==> config.mk <==
export PLATFORM = sky130hd
export DESIGN_NAME = c3m_fifo
export DESIGN_NICKNAME = d
export VERILOG_FILES = /design/src/sv/c3m_fifo.sv
export SDC_FILE = /design/constraint.sdc
export NUM_CORES = 1
export LEC_CHECK = 0
export ABC_AREA = 0
export BUFFER_PORTS_ARGS = -buffer_cell sky130_fd_sc_hd__buf_2
export CORE_MARGIN = 5
export CORE_UTILIZATION = 54
export DETAILED_ROUTE_END_ITERATION = 8
export PLACE_DENSITY_LB_ADDON = 0.2
export SLEW_MARGIN = 20
export SYNTH_ARGS = -nofsm -noshare
export SYNTH_HDL_FRONTEND = slang
export SYNTH_SLANG_ARGS = --single-unit
==> constraint.sdc <==
create_clock -name clk -period 2.3 [get_ports clk]
set_input_delay 0.46 -clock clk [delete_from_list [all_inputs] [get_ports clk]]
set_output_delay 0.46 -clock clk [all_outputs]
set_load 0.03 [all_outputs]
==> src/sv/c3m_fifo.sv <==
`timescale 1ns / 1ps

module c3m_fifo #(
  parameter int W     = 8,
  parameter int DEPTH = 4
) (
  input  logic                             clk,
  input  logic                             rst,
  input  logic                             wr,
  input  logic [W-1:0]                     wdata,
  output logic                             full,
  input  logic                             rd,
  output logic [W-1:0]                     rdata,
  output logic                             empty,
  output logic [$clog2(DEPTH+1)-1:0]       count
);

  localparam int PW   = $clog2(DEPTH);
  localparam int CNTW = $clog2(DEPTH + 1);

  logic [W-1:0]    mem [DEPTH];
  logic [PW-1:0]   wptr;
  logic [PW-1:0]   rptr;
  logic [CNTW-1:0] fill;
  logic            wr_en;
  logic            rd_en;

  assign full  = (fill == CNTW'(DEPTH));
  assign empty = (fill == '0);
  assign count = fill;
  assign wr_en = wr && !full;
  assign rd_en = rd && !empty;
  assign rdata = mem[rptr];

  always_ff @(posedge clk) begin
    if (rst) begin
      wptr <= '0;
      rptr <= '0;
      fill <= '0;
    end else begin
      if (wr_en) begin
        wptr <= wptr + PW'(1);
      end
      if (rd_en) begin
        rptr <= rptr + PW'(1);
      end
      if (wr_en && !rd_en) begin
        fill <= fill + CNTW'(1);
      end else if (rd_en && !wr_en) begin
        fill <= fill - CNTW'(1);
      end
    end
  end

  always_ff @(posedge clk) begin
    if (wr_en) begin
      mem[wptr] <= wdata;
    end
  end

endmodule

==> impl_metrics.env, run 1 <==
export IMPL_num_antenna_cells=0
export IMPL_power_switching_uw=714
export IMPL_clk_pin_slew_ns=0.11
export IMPL_cts_setup_buffers=0
export IMPL_ant_nets=0
export IMPL_worstMarginPinSlew_ns=0.427
export IMPL_drt_iter0_drc=19
export IMPL_startpoint_type="register"
export IMPL_cts_resized=0
export IMPL_fmax_mhz=463
export IMPL_period_minus_slack_ns=2.16
export IMPL_yosys_area_top_type="edfxtp_1"
export IMPL_yosys_area_share_adder=0.0510
export IMPL_vias=821
export IMPL_cts_sinks=41
export IMPL_path_class="register to register"
export IMPL_antenna_found_initial=0
export IMPL_combPwrFrac=0.344
export IMPL_area_delta_synth_final_pct=13.1
export IMPL_ctsHoldBuffers=0
export IMPL_yosysTopAreaCellShare=0.593
export IMPL_cp_slowest_cell="dfxtp_1"
export IMPL_nets=137
export IMPL_design_core_area_mm2=0.00281
export IMPL_globalplace_congestion=0.810
export IMPL_synth_top_family_by_area="multiplexers"
export IMPL_ys_ff_latch=41
export IMPL_finalWirelength_um=2480
export IMPL_grt_pass1_vias=865
export IMPL_multi_input_area_um2=458
export IMPL_muxShareOfSynthArea=0.124
export IMPL_synthArstFlopShare=0
export IMPL_grtUsageTotal=0.134
export IMPL_ys_warn_count=0
export IMPL_crit_path_cell_trace="nor3b_4, nor2_2, ha_1, inv_1, fa_1, xor2_1, or3_1, a21oi_1"
export IMPL_maxSlewHeadroom=0.716
export IMPL_grt_max_degree=13
export IMPL_synth_area_leaders="edfxtp_1, dfxtp_1, mux4_2"
export IMPL_post_route_period_util=0.939
export IMPL_nFillCells=212
export IMPL_io_pins=25
export IMPL_pwr_share_clk=0.167
export IMPL_synthXorXnorAreaFrac=0.0216
export IMPL_numCtsBuffers=5
export IMPL_cts_max_level=2
export IMPL_drive_gt1_frac=0.358
export IMPL_synth_simple_area_share=0.0571
export IMPL_fin_tns_setup_ns=0
export IMPL_drt_pass1_iter_count=4
export IMPL_synth_nets=108
export IMPL_gr_usage_met1=0.161
export IMPL_cp_end_kind="register"
export IMPL_synth_top_flop_cell="edfxtp_1"
export IMPL_syn_area_per_cell_um2=18.0
export IMPL_reg2reg_setup_slack_ns=0.14
export IMPL_root_buffer="clkbuf_4"
export IMPL_post_drt_wl_per_cell_um=16.4
export IMPL_status="finished clean"
export IMPL_grt_met3_usage=0.0380
export IMPL_stdcell_count=151
export IMPL_critPathRequiredTime_ns=2.59
export IMPL_dp_cells=143
export IMPL_overflow=0
export IMPL_slowest_delay_ns=0.56
export IMPL_synth_most_common_cell="edfxtp_1"
export IMPL_finalSetupViolations=0
export IMPL_cap_violations=0
export IMPL_rows=19
export IMPL_die_h_um=64.8
export IMPL_maxSlewViolCount=0
export IMPL_grt_pass1_wl_um=4040
export IMPL_die_area_mm2=0.00420
export IMPL_vias_per_cell=5.44
export IMPL_rsz0062_at_grt="false"
export IMPL_intPower_uw=1300
export IMPL_synth_seq_area_share=0.704
export IMPL_portBuffers=24
export IMPL_hold_violations=0
export IMPL_start_util=0.578
export IMPL_worst_hold_path_type="primary input to register"
export IMPL_seqPwrFrac=0.489
export IMPL_power_uw=2010
export IMPL_vdd_ir_drop_max_mv=0.892
export IMPL_cts_tree="done"
export IMPL_syn_instance_count=90
export IMPL_clk_latency_ns=0.35
export IMPL_seq_area_mm2=0.00114
export IMPL_cp_max_fo=7
export IMPL_power_density_mw_per_mm2=1100
export IMPL_stdcell_area_mm2=0.00183
export IMPL_finClkSkew_ns=0.00467
export IMPL_use_met2=0.215
export IMPL_r2r_cells=8
export IMPL_yosysUniqueCellTypes=21
export IMPL_synth_compound_area_frac=0.0255
export IMPL_place_area_mm2=0.00178
export IMPL_switching_share=0.355
export IMPL_drc_errors=0
export IMPL_cts_buffer_depth=2
export IMPL_grt_busiest_layer="met2"
export IMPL_die_w_um=64.8
export IMPL_arrival_ns=2.45
export IMPL_synth_top_cells_by_count="edfxtp_1, dfxtp_1, mux4_2"
export IMPL_dp_hpwl_um=1780
export IMPL_whs_path_depth=1
export IMPL_syn_area_mm2=0.00162
export IMPL_power_leakage_uw=0.000680
export IMPL_synth_edf_count=32
-- placed cells by master (no fill, tap or decap), drive strengths merged --
master | Yosys | final
a21oi | 2 | 2
and2 | 4 | 4
buf | 1 | 25
clkbuf | 2 | 6
clkinv | 0 | 2
dfxtp | 9 | 9
edfxtp | 32 | 32
fa | 1 | 1
ha | 5 | 5
inv | 4 | 4
mux2i | 2 | 2
mux4 | 8 | 8
nand2b | 2 | 2
nor2 | 6 | 6
nor3 | 1 | 1
nor3b | 1 | 1
o21ai | 2 | 2
o311ai | 1 | 1
o31ai | 1 | 1
or3 | 2 | 2
xor2 | 4 | 4
-- power by group through the flow --
stage | Sequential (uW) | Clock, uW | Combinational (uW)
finish | 985 | 336 | 693
global route | 997 | 385 | 751
CTS | 987 | 342 | 706
detailed placement | 1000 | 0 | 705
global placement | 994 | 0 | 697
floorplan | 1010 | 0 | 511
-- registers in the layout (all words and copies together) (netlist names), named ones only --
register,count
mem,32
count,3
rptr,2
wptr,2
-- metal layers --
metal,share of wire,up-vias
met5,0,-
met4,0.017,0
met3,0.054,5
met2,0.49,22
met1,0.44,400
li1,-,394
-- worst max-delay path, delay by kind of cell (launching register included) --
kind,cells,cell delay (ns)
and+or+nand+nor,3,0.59
DFF,1,0.56
xor gates and xnor gates,1,0.16
AOI/OAI and AO/OA,1,0.13
buffers and inverters,1,0.06
adders and majority gates,2,0.59
-- per-stage QoR --
step | hold slack [ns] | util | worst slack, ns
detailed placement | 0.507 | 0.635 | 0.167
global placement | 0.497 | 0.635 | 0.244
CTS | 0.316 | 0.653 | 0.141
floorplan | 0.482 | - | 0.0301
finish | 0.322 | 0.653 | 0.139
global route | 0.307 | 0.653 | 0.0431
-- worst paths after layout --
path / start / endpoint
setup / recovery: count[0] / count[2]
hold / removal: wdata[7] / mem[2][7]
setup reg to reg: count[0] / count[2]
hold reg to reg: wptr[1] / wptr[1]
-- layout make-up --
| cell class | count | share of cell area |
|---|---|---|
| inverters | 4 | 0.00820 |
| repair buffers | 25 | 0.0697 |
| clock inverters | 2 | 0.00546 |
| flip-flops and latches | 41 | 0.623 |
| well taps | 31 | 0.0212 |
| clock buffers | 6 | 0.0225 |
| multi-input cells | 42 | 0.250 |
-- cell families (layout without fill, tap and decap cells) --
| family | Yosys count | in the layout |
|---|---|---|
| simple gates | 16 | 16 |
| xor+xnor | 4 | 4 |
| mux | 10 | 10 |
| fa+ha+maj | 6 | 6 |
| flops | 41 | 41 |
| buf+inv | 7 | 37 |
| compound gates | 6 | 6 |
No activity file was read; power rests on OpenSTA's default activity.
==> run 2, diff against run 1 <==
- CORE_ASPECT_RATIO: unset -> 1.25
- MAX_ROUTING_LAYER: unset -> met4
==> run 2 against run 1 <==
Effect of this change: final cell count is 3.3% higher; sequential share of layout area fell by 1.5 points; fmax increased by 1.6%; critical path depth shrank 1; final area increased by 2.7%; register-to-register slack better by 0.03 ns; non-clock buffer count unchanged; clock skew grew 0.0037 ns; critical path type unchanged; largest power group unchanged; highest routed layer unchanged.
==> impl_metrics.env, run 2 (synthesized netlist as in run 1, its figures left out) <==
export IMPL_die_h_um=71.2
export IMPL_grt_pass1_wl_um=4140
export IMPL_cts_sinks=41
export IMPL_hold_violations=0
export IMPL_drt_iter0_drc=11
export IMPL_num_antenna_cells=0
export IMPL_grt_pass1_vias=908
export IMPL_drive_gt1_frac=0.383
export IMPL_holdWs_ns=0.318
export IMPL_vias_per_cell=5.30
export IMPL_grtUsageTotal=0.142
export IMPL_critPathRequiredTime_ns=2.59
export IMPL_whs_path_depth=1
export IMPL_post_drt_wl_per_cell_um=15.8
export IMPL_finalWirelength_um=2460
export IMPL_maxSlewViolCount=0
export IMPL_cts_buffer_depth=2
export IMPL_antenna_found_initial=0
export IMPL_die_area_mm2=0.00420
export IMPL_dp_hpwl_um=1810
export IMPL_drc_errors=0
export IMPL_cts_tree="done"
export IMPL_period_minus_slack_ns=2.13
export IMPL_area_delta_synth_final_pct=16.1
export IMPL_worstMarginPinSlew_ns=0.428
export IMPL_combPwrFrac=0.324
export IMPL_seqPwrFrac=0.455
export IMPL_regMostFlops="mem"
export IMPL_design_core_area_mm2=0.00292
export IMPL_pwr_share_clk=0.221
export IMPL_vias=827
export IMPL_path_class="register to register"
export IMPL_final_common_cell="edfxtp_1"
export IMPL_finalSetupViolations=0
export IMPL_portBuffers=24
export IMPL_nets=137
export IMPL_largest_reg_flops=32
export IMPL_cts_setup_buffers=0
export IMPL_ant_nets=0
export IMPL_grt_max_degree=14
export IMPL_drt_pass1_iter_count=4
export IMPL_rsz0062_at_grt="false"
export IMPL_post_route_period_util=0.924
export IMPL_worst_hold_path_type="primary input to register"
export IMPL_die_w_um=59.0
export IMPL_overflow=0
export IMPL_io_pins=25
export IMPL_cp_max_fo=7
export IMPL_vdd_ir_drop_max_mv=1.01
export IMPL_status="finished clean"
export IMPL_numCtsBuffers=5
export IMPL_startpoint_type="register"
export IMPL_cp_end_kind="register"
export IMPL_fin_tns_setup_ns=0
export IMPL_cap_violations=0
export IMPL_finClkSkew_ns=0.00841
export IMPL_root_buffer="clkbuf_4"
export IMPL_rows=22
export IMPL_clk_latency_ns=0.35
export IMPL_fmax_mhz=470
export IMPL_power_leakage_uw=0.000700
export IMPL_clk_pin_slew_ns=0.12
export IMPL_globalplace_congestion=0.696
export IMPL_start_util=0.555
export IMPL_r2r_cells=7
export IMPL_final_cell_mix="edfxtp_1, buf_2, mux4_2"
export IMPL_arrival_ns=2.42
export IMPL_cts_max_level=2
export IMPL_intPower_uw=1430
export IMPL_power_switching_uw=725
export IMPL_power_density_mw_per_mm2=1150
export IMPL_switching_share=0.336
export IMPL_maxSlewHeadroom=0.715
-- run 2: cell count changes in the layout (fill, tap and decap cells not counted) --
cell       change
clkbuf_16      +2
clkbuf_1       -1
dfxtp_1        -2
dfxtp_2        +2
clkinv_2       -1
-- run 2: through the flow --
stage	setup WS (ns)	instance area (um2)	total power [uW]	utilization	instances
after floorplan	0.0301	1630	1520	-	90
final	0.174	1880	2160	0.645	156
after detailed placement	0.124	1790	1710	0.612	148
after global routing	0.0190	1880	2290	0.645	156
after global placement	0.231	1790	1690	0.612	148
after CTS	0.105	1880	2180	0.644	156
-- run 2: layer usage --
layer  up-vias  part of all wire  wire [um]  global-route usage
met1       400              0.37        918               0.146
met3         4             0.061        150              0.0505
met2        26              0.55       1360               0.236
met4         0             0.013         32              0.0680
li1        397                 -          -                   -
met5         -                 0          0                   -
-- run 2: repair_timing --
item,4_1_cts,5_1_grt
hold buffers,0,0
setup endpoints to repair,0,1
resized for setup,0,2
-- run 2: cell type report --
| type | instances | area, um2 |
|---|---|---|
| Clock buffer | 7 | 87.6 |
| Clock inverter | 1 | 5.00 |
| Fill cell | 221 | 1040 |
| Inverter | 4 | 15.0 |
| Multi-Input combinational cell | 42 | 458 |
| Sequential cell | 41 | 1140 |
| Tap cell | 36 | 45.0 |
| Timing Repair Buffer | 25 | 128 |
-- run 2: worst paths after layout --
path	start	endpoint	slack [ns]
max	count[1]	count[2]	0.17
min reg2reg	wptr[1]	wptr[1]	0.53
max reg2reg	count[1]	count[2]	0.17
min	wdata[7]	mem[2][7]	0.32
-- run 2: worst max-delay path: stages (launching register included) --
cell and delay [ns]:
dfxtp_2 0.40, o31ai_2 0.36, ha_1 0.26, inv_1 0.06, fa_1 0.37, xor2_1 0.15
or3_1 0.32, a21oi_1 0.15
-- run 2: power by group through the flow --
stage	sequential, uW	clock [uW]	combinational (uW)
after floorplan	1010	0	511
after CTS	983	488	713
after global placement	995	0	696
final	983	477	699
after global routing	997	525	771
after detailed placement	999	0	711
