$ cat src/sv/c3m_pkg.sv
`timescale 1ns / 1ps

package c3m_pkg;

  localparam logic [1:0] OP_PIX  = 2'd0;
  localparam logic [1:0] OP_WT   = 2'd1;
  localparam logic [1:0] OP_BIAS = 2'd2;

  localparam int NCH       = 4;
  localparam int TAPS      = 9;
  localparam int NPROD     = NCH * TAPS;
  localparam int OUT_DEPTH = 8;
  localparam int OCW       = $clog2(OUT_DEPTH + 1);

  localparam logic [31:0] SAT_MAX = 32'h7fff_ffff;
  localparam logic [31:0] SAT_MIN = 32'h8000_0000;

  typedef struct packed {
    logic       emit;
    logic [7:0] row;
    logic [7:0] col;
    logic       fend;
  } c3m_tag_t;

  typedef struct packed {
    logic [1:0]         kind;
    logic [7:0]         idx;
    logic signed [15:0] val;
    logic [63:0]        pix;
    c3m_tag_t           tag;
  } c3m_item_t;

  typedef struct packed {
    logic [NCH-1:0][31:0] res;
    logic [7:0]           row;
    logic [7:0]           col;
    logic                 fend;
  } c3m_res_t;

endpackage

$ cat src/sv/c3m_front.sv
`timescale 1ns / 1ps

module c3m_front import c3m_pkg::*; #(
  parameter int IMG_W = 256,
  parameter int IMG_H = 256
) (
  input  logic                            clk,
  input  logic                            rst,
  input  logic                            push,
  input  logic                            q_full,
  input  logic [1:0]                      op,
  input  logic [7:0]                      load_index,
  input  logic signed [15:0]              load_value,
  input  logic signed [15:0]              pix_c0,
  input  logic signed [15:0]              pix_c1,
  input  logic signed [15:0]              pix_c2,
  input  logic signed [15:0]              pix_c3,
  output logic                            q_wr,
  output c3m_item_t                       q_item,
  output logic [1:0]                      q_r3,
  output logic [$clog2(IMG_W+2)-1:0]      q_col
);

  localparam int PAD_W = IMG_W + 2;
  localparam int PAD_H = IMG_H + 2;
  localparam int CW    = $clog2(PAD_W);
  localparam int RW    = $clog2(PAD_H);

  logic [CW-1:0] col;
  logic [RW-1:0] row;
  logic [1:0]    r3;
  logic          accept;
  logic          keep;
  logic [15:0]   row_off;
  logic [15:0]   col_off;

  assign accept  = push && !q_full;
  assign row_off = 16'(row) - 16'd2;
  assign col_off = 16'(col) - 16'd2;

  always_comb begin
    unique case (op) inside
      OP_PIX, OP_WT, OP_BIAS: keep = 1'b1;
      default:                keep = 1'b0;
    endcase
  end

  assign q_wr            = accept && keep;
  assign q_item.kind     = op;
  assign q_item.idx      = load_index;
  assign q_item.val      = load_value;
  assign q_item.pix      = {pix_c3, pix_c2, pix_c1, pix_c0};
  assign q_item.tag.emit = (row >= RW'(2)) && (col >= CW'(2));
  assign q_item.tag.row  = row_off[7:0];
  assign q_item.tag.col  = col_off[7:0];
  assign q_item.tag.fend = (row == RW'(PAD_H - 1)) && (col == CW'(PAD_W - 1));
  assign q_r3            = r3;
  assign q_col           = col;

  always_ff @(posedge clk) begin
    if (rst) begin
      col <= '0;
      row <= '0;
      r3  <= '0;
    end else if (accept && op == OP_PIX) begin
      if (col == CW'(PAD_W - 1)) begin
        col <= '0;
        if (row == RW'(PAD_H - 1)) begin
          row <= '0;
          r3  <= '0;
        end else begin
          row <= row + RW'(1);
          r3  <= (r3 == 2'd2) ? 2'd0 : r3 + 2'd1;
        end
      end else begin
        col <= col + CW'(1);
      end
    end
  end

endmodule

$ cat config.mk
export PLATFORM = sky130hd
export DESIGN_NAME = c3m_front
export DESIGN_NICKNAME = d
export VERILOG_FILES = /design/src/sv/c3m_pkg.sv /design/src/sv/c3m_front.sv
export SDC_FILE = /design/constraint.sdc
export NUM_CORES = 1
export LEC_CHECK = 0
export BUFFER_PORTS_ARGS = -buffer_cell sky130_fd_sc_hd__buf_2
export CAP_MARGIN = 20
export CORE_UTILIZATION = 25
export DETAILED_ROUTE_END_ITERATION = 8
export GPL_TIMING_DRIVEN = 0
export PLACE_DENSITY_LB_ADDON = 0.25
export SYNTH_ARGS = -nofsm -noshare
export SYNTH_HDL_FRONTEND = slang
export SYNTH_SLANG_ARGS = --single-unit
export TNS_END_PERCENT = 5
$ cat constraint.sdc
create_clock -name clk -period 1.9 [get_ports clk]
set_input_delay 0.38 -clock clk [delete_from_list [all_inputs] [get_ports clk]]
set_output_delay 0.38 -clock clk [all_outputs]
set_load 0.02 [all_outputs]
==> impl_results.md, run 1 <==
- Die H: slightly above 90 µm
- Hold buffers post-CTS: 0
- Xor/xnor share of the synthesized area: 0.0681
- Critical R2R Launch: q_col[1]
- R2R setup slack: approximately 80 ps
- PD cells: approximately 370 nW/µm²
- Fin crit share: 1.02
- Share of cells above drive strength 1: 0.707
- Yosys warns: 0
- Register area share after synthesis: 0.195
- DP HPWL: 3.99 mm
- Hold Path Stages: 3
- Crit Path Class: register to output port
- Setup-failing EPs final: 1
- Num rows: 32
- DR WL met2: ~2.5 mm
- TritonCTS clock tree: built
- Die Wd: a little over 90 µm
- FF-to-FF path depth: 8
- Synthesized Nets: around 360
- Top layer in use: met4
- Most used DFF post-synth: dfxtp_1
- Fill cells: between 800 and 900
- Synth Area in Compound Gates: 0.0906
- Status: finished with violations
- Multiplexer share of the synthesized area: 0
- Clk slew on worst S/H paths: 80 ps
- Top post-synthesis cells by count: 93 x buf_4, 20 x dfxtp_1, 15 x inv_1
- Leak pwr: approximately 1.5 nW
- # DRC: 0
- Worst Hold End: row[3]
- Mean Syn Cell Area: 8.20 µm²
- DR iter-0 viols: 25
- Worst-Margin Slew: roughly 560 ps
- Final hold vios: 0
- Cell variety after synth: 38
- Max-cap violation count: 0
- Synth area leader: buf_4
- Total CTS buffers: 3
- FF+latch count, synth: 20
- CTS sink count: 20
- H-tree depth: 1
- Crit path DAT: between 1500 and 2000 ps
- Pins Over Slew Limit: 0
- Pin count of the biggest net entering global routing: 11
- Reg-to-reg critical path endpoint: q_col[1]
- GRT Overall Usage: 0.106
- Initial cell density of the core: 0.262
- CP required: roughly 1500 ps
- Post-synthesis simple-gate area fraction: 0.200
- Worst Hold Class: input port to register
- Final hold slack: between 400 and 500 ps
- Antenna-violating nets left: 0
- Post-synth EDFFs: 0
- Inserted Diodes: 0
- Synth Area in Adders: 0.0608
- Hold path start: rst
- Mapped cell area: about 2000 µm²
- First-pass GRT wire length: about 7.4 mm
- Clock root cell: clkbuf_8
- Largest family of logic cells by synthesized area: buffers and inverters
- IO Count: around 210
- VDD IR max: roughly 230 µV
- Port bufs: around 130
- Final setup margin: -33.8 ps
- CP Max Fanout: 3
- Clk_skew: between 4 and 5 ps
- Violated checks: setup timing
- GPL Wtd Cong: ~0.8
- Max-Slew Margin vs Limit: 0.626
- Metal-1 WL: between 1.5 and 2 mm
- NumNets Final: just under 500
- Vias in the first global route: 1614
- Top-area cell type share of the netlist area: 0.339
- Synth Instances: between 200 and 300
- Fin util: 0.390
- Via Count: around 2000
- Worst Setup Start Kind: register
- Gr ovfl total: 0
- Clock period minus final worst setup slack: slightly below 2000 ps
- DIE AREA: 8590 µm²
- Clk buf depth: 2
- Worst-Skew Late Latency: roughly 260 ps
- Synth area leaders: buf_4 34%, dfxtp_1 19%, ha_1 6.1%
- Placed instance count: around 480
- Area grow syn2layout: 48.9%
- Most frequent cell after synthesis: buf_4
- Async S/R FF share, synth: 0
- DRT Pass-1 Iters: 4
- Post-DR wirelength/cell: around 10 µm
- Final non-filler cell total: approximately 500
- Routed wire length: roughly 5 mm
- Detailed-route vias per instance: roughly 4.2
- Met3 wire len: 513 µm
- Initial antenna violation count: 0
- Core box area: approximately 7800 µm²
- Critical path capture point type: output port
- RSZ-0062 raised after global routing: true
- Fmax achieved: a little over 500 MHz
[how the worst max path moves through the flow]
stage          slack, ps     start    endpoint
2_1_floorplan        -30  q_col[4]  q_item[17]
3_3_place_gp        -230    row[3]   q_item[0]
3_5_place_dp        -240  q_col[4]  q_item[17]
4_1_cts             0.01  q_col[0]  q_item[17]
5_1_grt              -90    row[6]   q_item[0]
6_report             -30    row[6]   q_item[0]
[flip-flops by register name (all words and copies together), names as in the netlist]
name and cells:
q_col 9, q_r3 2, row 9
[power breakdown]
part           total [mW]  internal (mW)  leakage (nW)  switching (mW)
Sequential          0.415          0.413         0.169         0.00235
Combinational       0.431          0.210          1.31           0.220
Clock               0.284          0.141        0.0216           0.143
[critical path: stages, from the launching register on]
cell,delay (ps)
dfxtp_2,350
nor4_4,320
buf_4,160
nand4_1,140
nor2_2,190
buf_6,130
[cell type report]
type	instances	area (µm²)	share of cell area
Multi-Input combinational cell	116	973	0.318
Tap cell	102	128	0.0417
Inverter	15	56.3	0.0184
Timing Repair Buffer	136	726	0.237
Sequential cell	20	430	0.141
Clock buffer	3	41.3	0.0135
Buffer	96	708	0.231
[per-layer routing]
layer | GRT usage | vias up
met5 | 0 | -
met4 | 0.0269 | 0
met3 | 0.0255 | 5
met2 | 0.183 | 123
met1 | 0.132 | 898
li1 | - | 1018
[kinds of logic after synthesis]
family / Yosys count
xor+xnor: 16
fa+ha+maj: 10
buf+inv: 115
flops: 20
simple gates: 65
compound gates: 25
[layout by cell type, fill, tap and decap left out, drive strengths merged, types with 3 or more instances in the layout]
| cell | count |
|---|---|
| dfxtp | 20 |
| buf | 230 |
| nand4 | 5 |
| nor3 | 4 |
| ha | 10 |
| o32ai | 6 |
| nor2 | 12 |
| clkbuf | 5 |
| xnor2 | 11 |
| nand2 | 14 |
| or3 | 9 |
| a21oi | 10 |
| inv | 15 |
| xor2 | 5 |
| nand3 | 4 |
| nor4 | 3 |
[what timing repair did]
item | 4_1_cts | 5_1_grt
buffers inserted | 10 | 1
endpoints found under the setup margin | 7 | 8
pin swaps | 9 | 4
resized for setup | 38 | 9
[through the flow]
stage / setup slack [ps] / power [mW] / cell area [µm²] / setup TNS [ps]
after detailed placement: -245 / 0.857 / 2810 / -428
after global routing: -89.1 / 1.18 / 3060 / -312
after global placement: -231 / 0.855 / 2810 / -461
after CTS: 0.0142 / 1.14 / 3030 / 0
final: -33.8 / 1.13 / 3060 / -33.8
after floorplan: -31.9 / 0.747 / 2060 / -31.9
(Power assumes the default switching activity.)
==> run 2: changes to the inputs <==
CORE_AREA = 2 2 84 86   (was default)
CORE_UTILIZATION = default   (was 25)
DIE_AREA = 0 0 86 88   (was default)
==> impl_results.md, run 2 (synthesized netlist as in run 1, its figures left out) <==
- Placed instance count: 456 (-4.6%)
- Final setup margin: -7.35 ps (+26.4 ps)
- Worst-Skew Late Latency: 270 ps (about the same)
- RSZ-0062 raised after global routing: true
- Setup-failing EPs final: 1 (unchanged)
- VDD IR max: 258 µV (+14%)
- Most frequent cells in the layout: 123 x buf_2, 108 x buf_4, 12 x inv_1
- Clock period minus final worst setup slack: 1910 ps (-26.4 ps)
- DIE AREA: 7570 µm² (-12%)
- # DRC: 1 (+1)
- NumNets Final: 493 (+0.20%)
- GPL Wtd Cong: 0.839 (+1.8%)
- GR Layer Usage met1: 0.161 (+0.0297)
- Violated checks: DRC, setup timing
- Via Count: 2019 (-1.2%)
- Final non-filler cell total: 468 (-4.1%)
- Switch share: 0.299 (-0.0247)
- Area grow syn2layout: 49.6%
- Worst Setup Start Kind: register
- H-tree depth: 1 (unchanged)
- Int Power: 904 µW (+18%)
- DP HPWL: 4.24 mm (+6.2%)
- Total CTS buffers: 3 (unchanged)
- P_sw: 386 µW (+5.5%)
- Initial antenna violation count: 0 (unchanged)
- Clk buf depth: 2 (unchanged)
- Crit Path Class: register to output port
- Num rows: 30 (-6.3%)
- Max-cap violation count: 0 (unchanged)
- Max-Slew Margin vs Limit: 0.631 (+0.00432)
- Final hold vios: 0 (unchanged)
- Worst Hold Class: input port to register
- Combinational share of power: 0.335 (-0.046)
- Hold Path Stages: 3 (unchanged)
- Fmax achieved: 524 MHz (+1.4%)
- Post-DR wirelength/cell: 11.5 µm (+9.9%)
- Worst-Margin Slew: 552 ps (-6.46 ps)
- GRT Max-Usage Layer: met2
- Die H: 88 µm (-5.1%)
- TritonCTS clock tree: built
- Flop pwr share: 0.321 (-0.046)
- Pins Over Slew Limit: 0 (unchanged)
- GRT met2 Usage: 0.236 (+0.0527)
- Die Wd: 86 µm (-7.2%)
- Port bufs: 125 (unchanged)
- CP Max Fanout: 3 (unchanged)
- FF-to-FF path depth: 6 (-2)
- Initial cell density of the core: 0.310 (+0.0475)
- Critical R2R Launch: row[0]
- Clk slew on worst S/H paths: 80 ps (about the same)
- Core box area: 6640 µm² (-15%)
- Status: finished with violations
- Most common cell after layout, fill and taps aside: buf_2
- Vias in the first global route: 1723 (+6.8%)
- First-pass GRT wire length: 8.02 mm (+8.8%)
- Clock root cell: clkbuf_8
- Fin crit share: 1.00 (-0.0139)
- Detailed-route vias per instance: 4.31 (+3.0%)
- Inserted Diodes: 0 (unchanged)
- Hold path start: rst
- Reg-to-reg critical path endpoint: row[8]
- Clk network pwr share: 0.343 (+0.092)
- DR iter-0 viols: 45 (+80%)
- Routed wire length: 5.37 mm (+5.4%)
- PD cells: 419 nW/µm² (+14%)
- R2R setup slack: 30 ps (-50 ps)
- CTS sink count: 20 (unchanged)
- GR Util met3: 0.0283 (+0.00282)
- Share of cells above drive strength 1: 0.709 (+0.00151)
- Crit path DAT: 1530 ps (-20 ps)
- Pin count of the biggest net entering global routing: 13 (+2)
- Clk_skew: 2.66 ps (-1.93 ps)
- DRT Pass-1 Iters: 6 (+2)
- Setup TNS: -7.35 ps (+26.4 ps)
- IO Count: 214 (unchanged)
- Gr ovfl total: 0 (unchanged)
- GRT Overall Usage: 0.130 (+0.0239)
- Critical path capture point type: output port
- CP required: 1520 ps (about the same)
- Worst Hold End: row[8]
- Antenna-violating nets left: 0 (unchanged)
- Leak pwr: 1.52 nW (+1.4%)
==> run 2: changes by cell type in the layout (fill, tap and decap cells not counted) <==
cell / delta
a211oi_1: +1
a211oi_2: -1
buf_4: +3
buf_6: -2
bufinv_16: +1
ha_1: -1
ha_4: +1
inv_1: +1
inv_2: -1
or4_1: -1
or4_4: +1
==> run 2: metal layers <==
metal / part of all wire / vias up
met3: 0.091 / 0
li1: - / 1021
met4: 0 / 0
met1: 0.40 / 883
met5: 0 / -
met2: 0.51 / 115
==> run 2: per-stage QoR <==
stage | worst slack [ps] | utilization | hold WS, ps | area, µm² | total power, mW
after floorplan | -31.9 | - | 467 | 2060 | 0.747
after global placement | -239 | 0.419 | 495 | 2780 | 0.855
after detailed placement | -260 | 0.419 | 502 | 2780 | 0.859
after CTS | -60.5 | 0.453 | 446 | 3010 | 1.30
after global routing | -102 | 0.463 | 455 | 3080 | 1.35
final | -7.35 | 0.463 | 457 | 3080 | 1.29
==> run 2: final cells by class <==
cell class	instances	area, µm²
fill	658	3570
multi-input combinational	116	985
timing repair buffer	136	718
buffer	97	716
sequential	20	430
tap	80	100
inverter	15	56.3
clock buffer	3	41.3
clock inverter	1	30.0
==> run 2: power by group through the flow <==
stage | registers [mW] | logic, mW | clock network [mW]
floorplan | 0.434 | 0.313 | 0
global placement | 0.433 | 0.422 | 0
detailed placement | 0.433 | 0.426 | 0
CTS | 0.416 | 0.434 | 0.454
global route | 0.415 | 0.459 | 0.478
finish | 0.415 | 0.433 | 0.443
==> run 2: worst max path at each step <==
| stage | to | cells after the start | slack [ps] | start |
|---|---|---|---|---|
| 2_1_floorplan | q_item[17] | 5 | -30 | q_col[4] |
| 3_3_place_gp | q_item[0] | 5 | -240 | row[3] |
| 3_5_place_dp | q_item[17] | 6 | -260 | q_col[4] |
| 4_1_cts | q_item[17] | 5 | -60 | q_col[4] |
| 5_1_grt | q_item[0] | 6 | -100 | q_col[1] |
| 6_report | q_item[17] | 5 | -7 | q_col[0] |
==> run 2: repair_timing <==
action	4_1_cts	5_1_grt
setup endpoints to repair	7	7
pin swaps	10	0
buffers inserted	11	0
hold buffers	0	0
gates resized for setup	33	13
cloned	0	0
hold endpoints to repair	0	0
==> run 2: worst max-delay path, stage by stage (launching register included) <==
cell	delay (ps)
dfxtp_4	360
inv_1	50
ha_1	230
a2111oi_4	350
nor2_1	110
buf_4	170
==> run 3: changes to the inputs <==
CORE_AREA = default   (was 2 2 84 86)
CORE_UTILIZATION = 25   (was default)
DIE_AREA = default   (was 0 0 86 88)
clock period = 2 ns   (was 1.9 ns; I/O delays follow)
==> impl_results.md, run 3 (synthesized netlist as in run 1, its figures left out) <==
- # DRC: 0 (-1)
- FF-to-FF path depth: 5 (-1)
- Most frequent cells in the layout: 123 x buf_2, 101 x buf_4, 12 x inv_1, 12 x nand2_1
- Pin count of the biggest net entering global routing: 12 (-1)
- Max-cap violation count: 0 (unchanged)
- CP Cell Sequence: inv_1, ha_1, a2111oi_4, nor2_1, buf_4
- Area of the multi-input gates: 923 µm² (-6.2%)
- Reg-to-reg critical path endpoint: row[8]
- GPL Wtd Cong: 0.843 (+0.56%)
- Pins Over Slew Limit: 0 (unchanged)
- CTS sink count: 20 (unchanged)
- CP top delay family: flip-flops
- Critical path capture point type: output port
- DR iter-0 viols: 38 (-16%)
- DRT Pass-1 Iters: 4 (-2)
- Setup-failing EPs final: 0 (-1)
- Max-Slew Margin vs Limit: 0.613 (-0.0171)
- Vias in the first global route: 1620 (-6.0%)
- Crit Path Class: register to output port
- Final hold vios: 0 (unchanged)
- Antenna-violating nets left: 0 (unchanged)
- Combinational share of power: 0.357 (+0.022)
- PD cells: 377 nW/µm² (-10%)
- GRT Overall Usage: 0.107 (-0.0233)
- Worst-Margin Slew: 577 ps (+25.5 ps)
- Clk buf depth: 2 (unchanged)
- Worst Hold Class: input port to register
- Fill cells: 825 (+25%)
- Hold Path Stages: 3 (unchanged)
- Detailed-route vias per instance: 4.12 (-4.6%)
- Placed instance area: 2810 µm² (+0.94%)
- Gr ovfl total: 0 (unchanged)
- Leak pwr: 1.47 nW (-3.0%)
- Crit-path max cell delay: 400 ps (+40 ps)
- Register area: 413 µm² (-4.1%)
- CP Max Fanout: 7 (+4)
- Area grow syn2layout: 44.8%
- Hold buffers post-CTS: 0 (unchanged)
- DIE AREA: 8590 µm² (+14%)
- Worst Setup Start Kind: register
- CP required: 1600 ps (+80 ps)
- Clk_skew: 2.59 ps (-0.0743 ps)
- VDD IR max: 220 µV (-15%)
- R2R setup slack: 170 ps (+140 ps)
- Finished Cell Area: 2980 µm² (-3.2%)
- Critical R2R Launch: row[0]
- Crit path DAT: 1570 ps (+40 ps)
- Status: finished, final reports clean
- CP max stage cell: dfxtp_2
- Initial cell density of the core: 0.262 (-0.0475)
- DP HPWL: 4.02 mm (-5.0%)
- Fmax achieved: between 500 and 600 MHz
- Total CTS buffers: 3 (unchanged)
- Most common cell after layout, fill and taps aside: buf_2
- TritonCTS clock tree: built
- P_sw: 354 µW (-8.2%)
- Flop pwr share: 0.358 (+0.037)
- Final hold slack: 478 ps (+20.6 ps)
- Clock root cell: clkbuf_8
- Hold path start: rst
- Routed wire length: 5.04 mm (-6.2%)
- Port bufs: 125 (unchanged)
- Post-DR wirelength/cell: 10.4 µm (-9.5%)
- Fin crit share: 0.984
- Core box area: 7850 µm² (+18%)
- IO Count: 214 (unchanged)
- Share of cells above drive strength 1: 0.679 (-0.0299)
- Switch share: 0.315 (+0.0160)
- Clock period minus final worst setup slack: between 1500 and 2000 ps
- Via Count: 1997 (-1.1%)
- H-tree depth: 1 (unchanged)
- Worst path bufs/invs: 2 (unchanged)
- Clk slew on worst S/H paths: 80 ps (about the same)
- Int Power: 770 µW (-15%)
- NumNets Final: 488 (-1.0%)
- First-pass GRT wire length: 7.49 mm (-6.6%)
- Worst-Skew Late Latency: 260 ps (about the same)
- Num rows: 32 (+6.7%)
- Clk network pwr share: 0.285 (-0.058)
- Die Wd: 92.7 µm (+7.8%)
- Worst Hold End: row[8]
- CP startpoint: row[0]
- Initial antenna violation count: 0 (unchanged)
- RSZ-0062 raised after global routing: true
- Die H: 92.7 µm (+5.3%)
- Fin util: 0.380 (-0.0835)
- Inserted Diodes: 0 (unchanged)
==> run 3: metal layers <==
layer | global-route usage | share of wire
met1 | 0.131 | 0.40
met2 | 0.193 | 0.51
met3 | 0.0246 | 0.087
met4 | 0.0154 | 0.0032
met5 | 0 | 0
==> run 3: worst max-delay path by stage <==
| stage | cells past startpoint | end | slack [ps] |
|---|---|---|---|
| global placement | 5 | q_item[0] | -140 |
| global route | 6 | q_item[17] | -110 |
| CTS | 6 | q_item[8] | 20 |
| floorplan | 5 | q_item[17] | 50 |
| finish | 5 | q_item[17] | 30 |
| detailed placement | 6 | q_item[17] | -120 |
==> run 3: area by class of cell <==
cell class	count	area share
buffer	99	0.247
clock buffer	4	0.0185
inverter	15	0.0189
multi-input combinational	116	0.310
sequential	20	0.139
tap	102	0.0428
timing repair buffer	129	0.225
==> run 3: power groups by stage <==
stage               Sequential, mW  Combinational, mW  Clock [mW]
floorplan                    0.412              0.297           0
global placement             0.411              0.399           0
detailed placement           0.411              0.403           0
CTS                          0.402              0.406       0.331
global route                 0.403              0.426       0.349
finish                       0.402              0.402       0.320
==> run 3: metrics by stage <==
| step | setup WS, ps | cells | TNS [ps] | total power, mW |
|---|---|---|---|---|
| 6_report | 32.3 | 485 | 0 | 1.12 |
| 3_3_place_gp | -141 | 478 | -256 | 0.811 |
| 3_5_place_dp | -123 | 478 | -232 | 0.814 |
| 5_1_grt | -113 | 485 | -277 | 1.18 |
| 4_1_cts | 16.3 | 485 | 0 | 1.14 |
| 2_1_floorplan | 48.1 | 251 | 0 | 0.709 |
==> run 3: worst reg2reg max path: stages (launching register included) <==
cell and delay, ps:
dfxtp_2 400, ha_1 220, nand3_1 140, or4_1 520, or4_1 400, o21ai_0 80
==> run 3: timing repair <==
item	in CTS	in global routing
endpoints found under the setup margin	3	5
buffers inserted	4	0
resized for setup	22	10
hold endpoints to repair	0	0
pin swaps	7	0
gates cloned	0	0
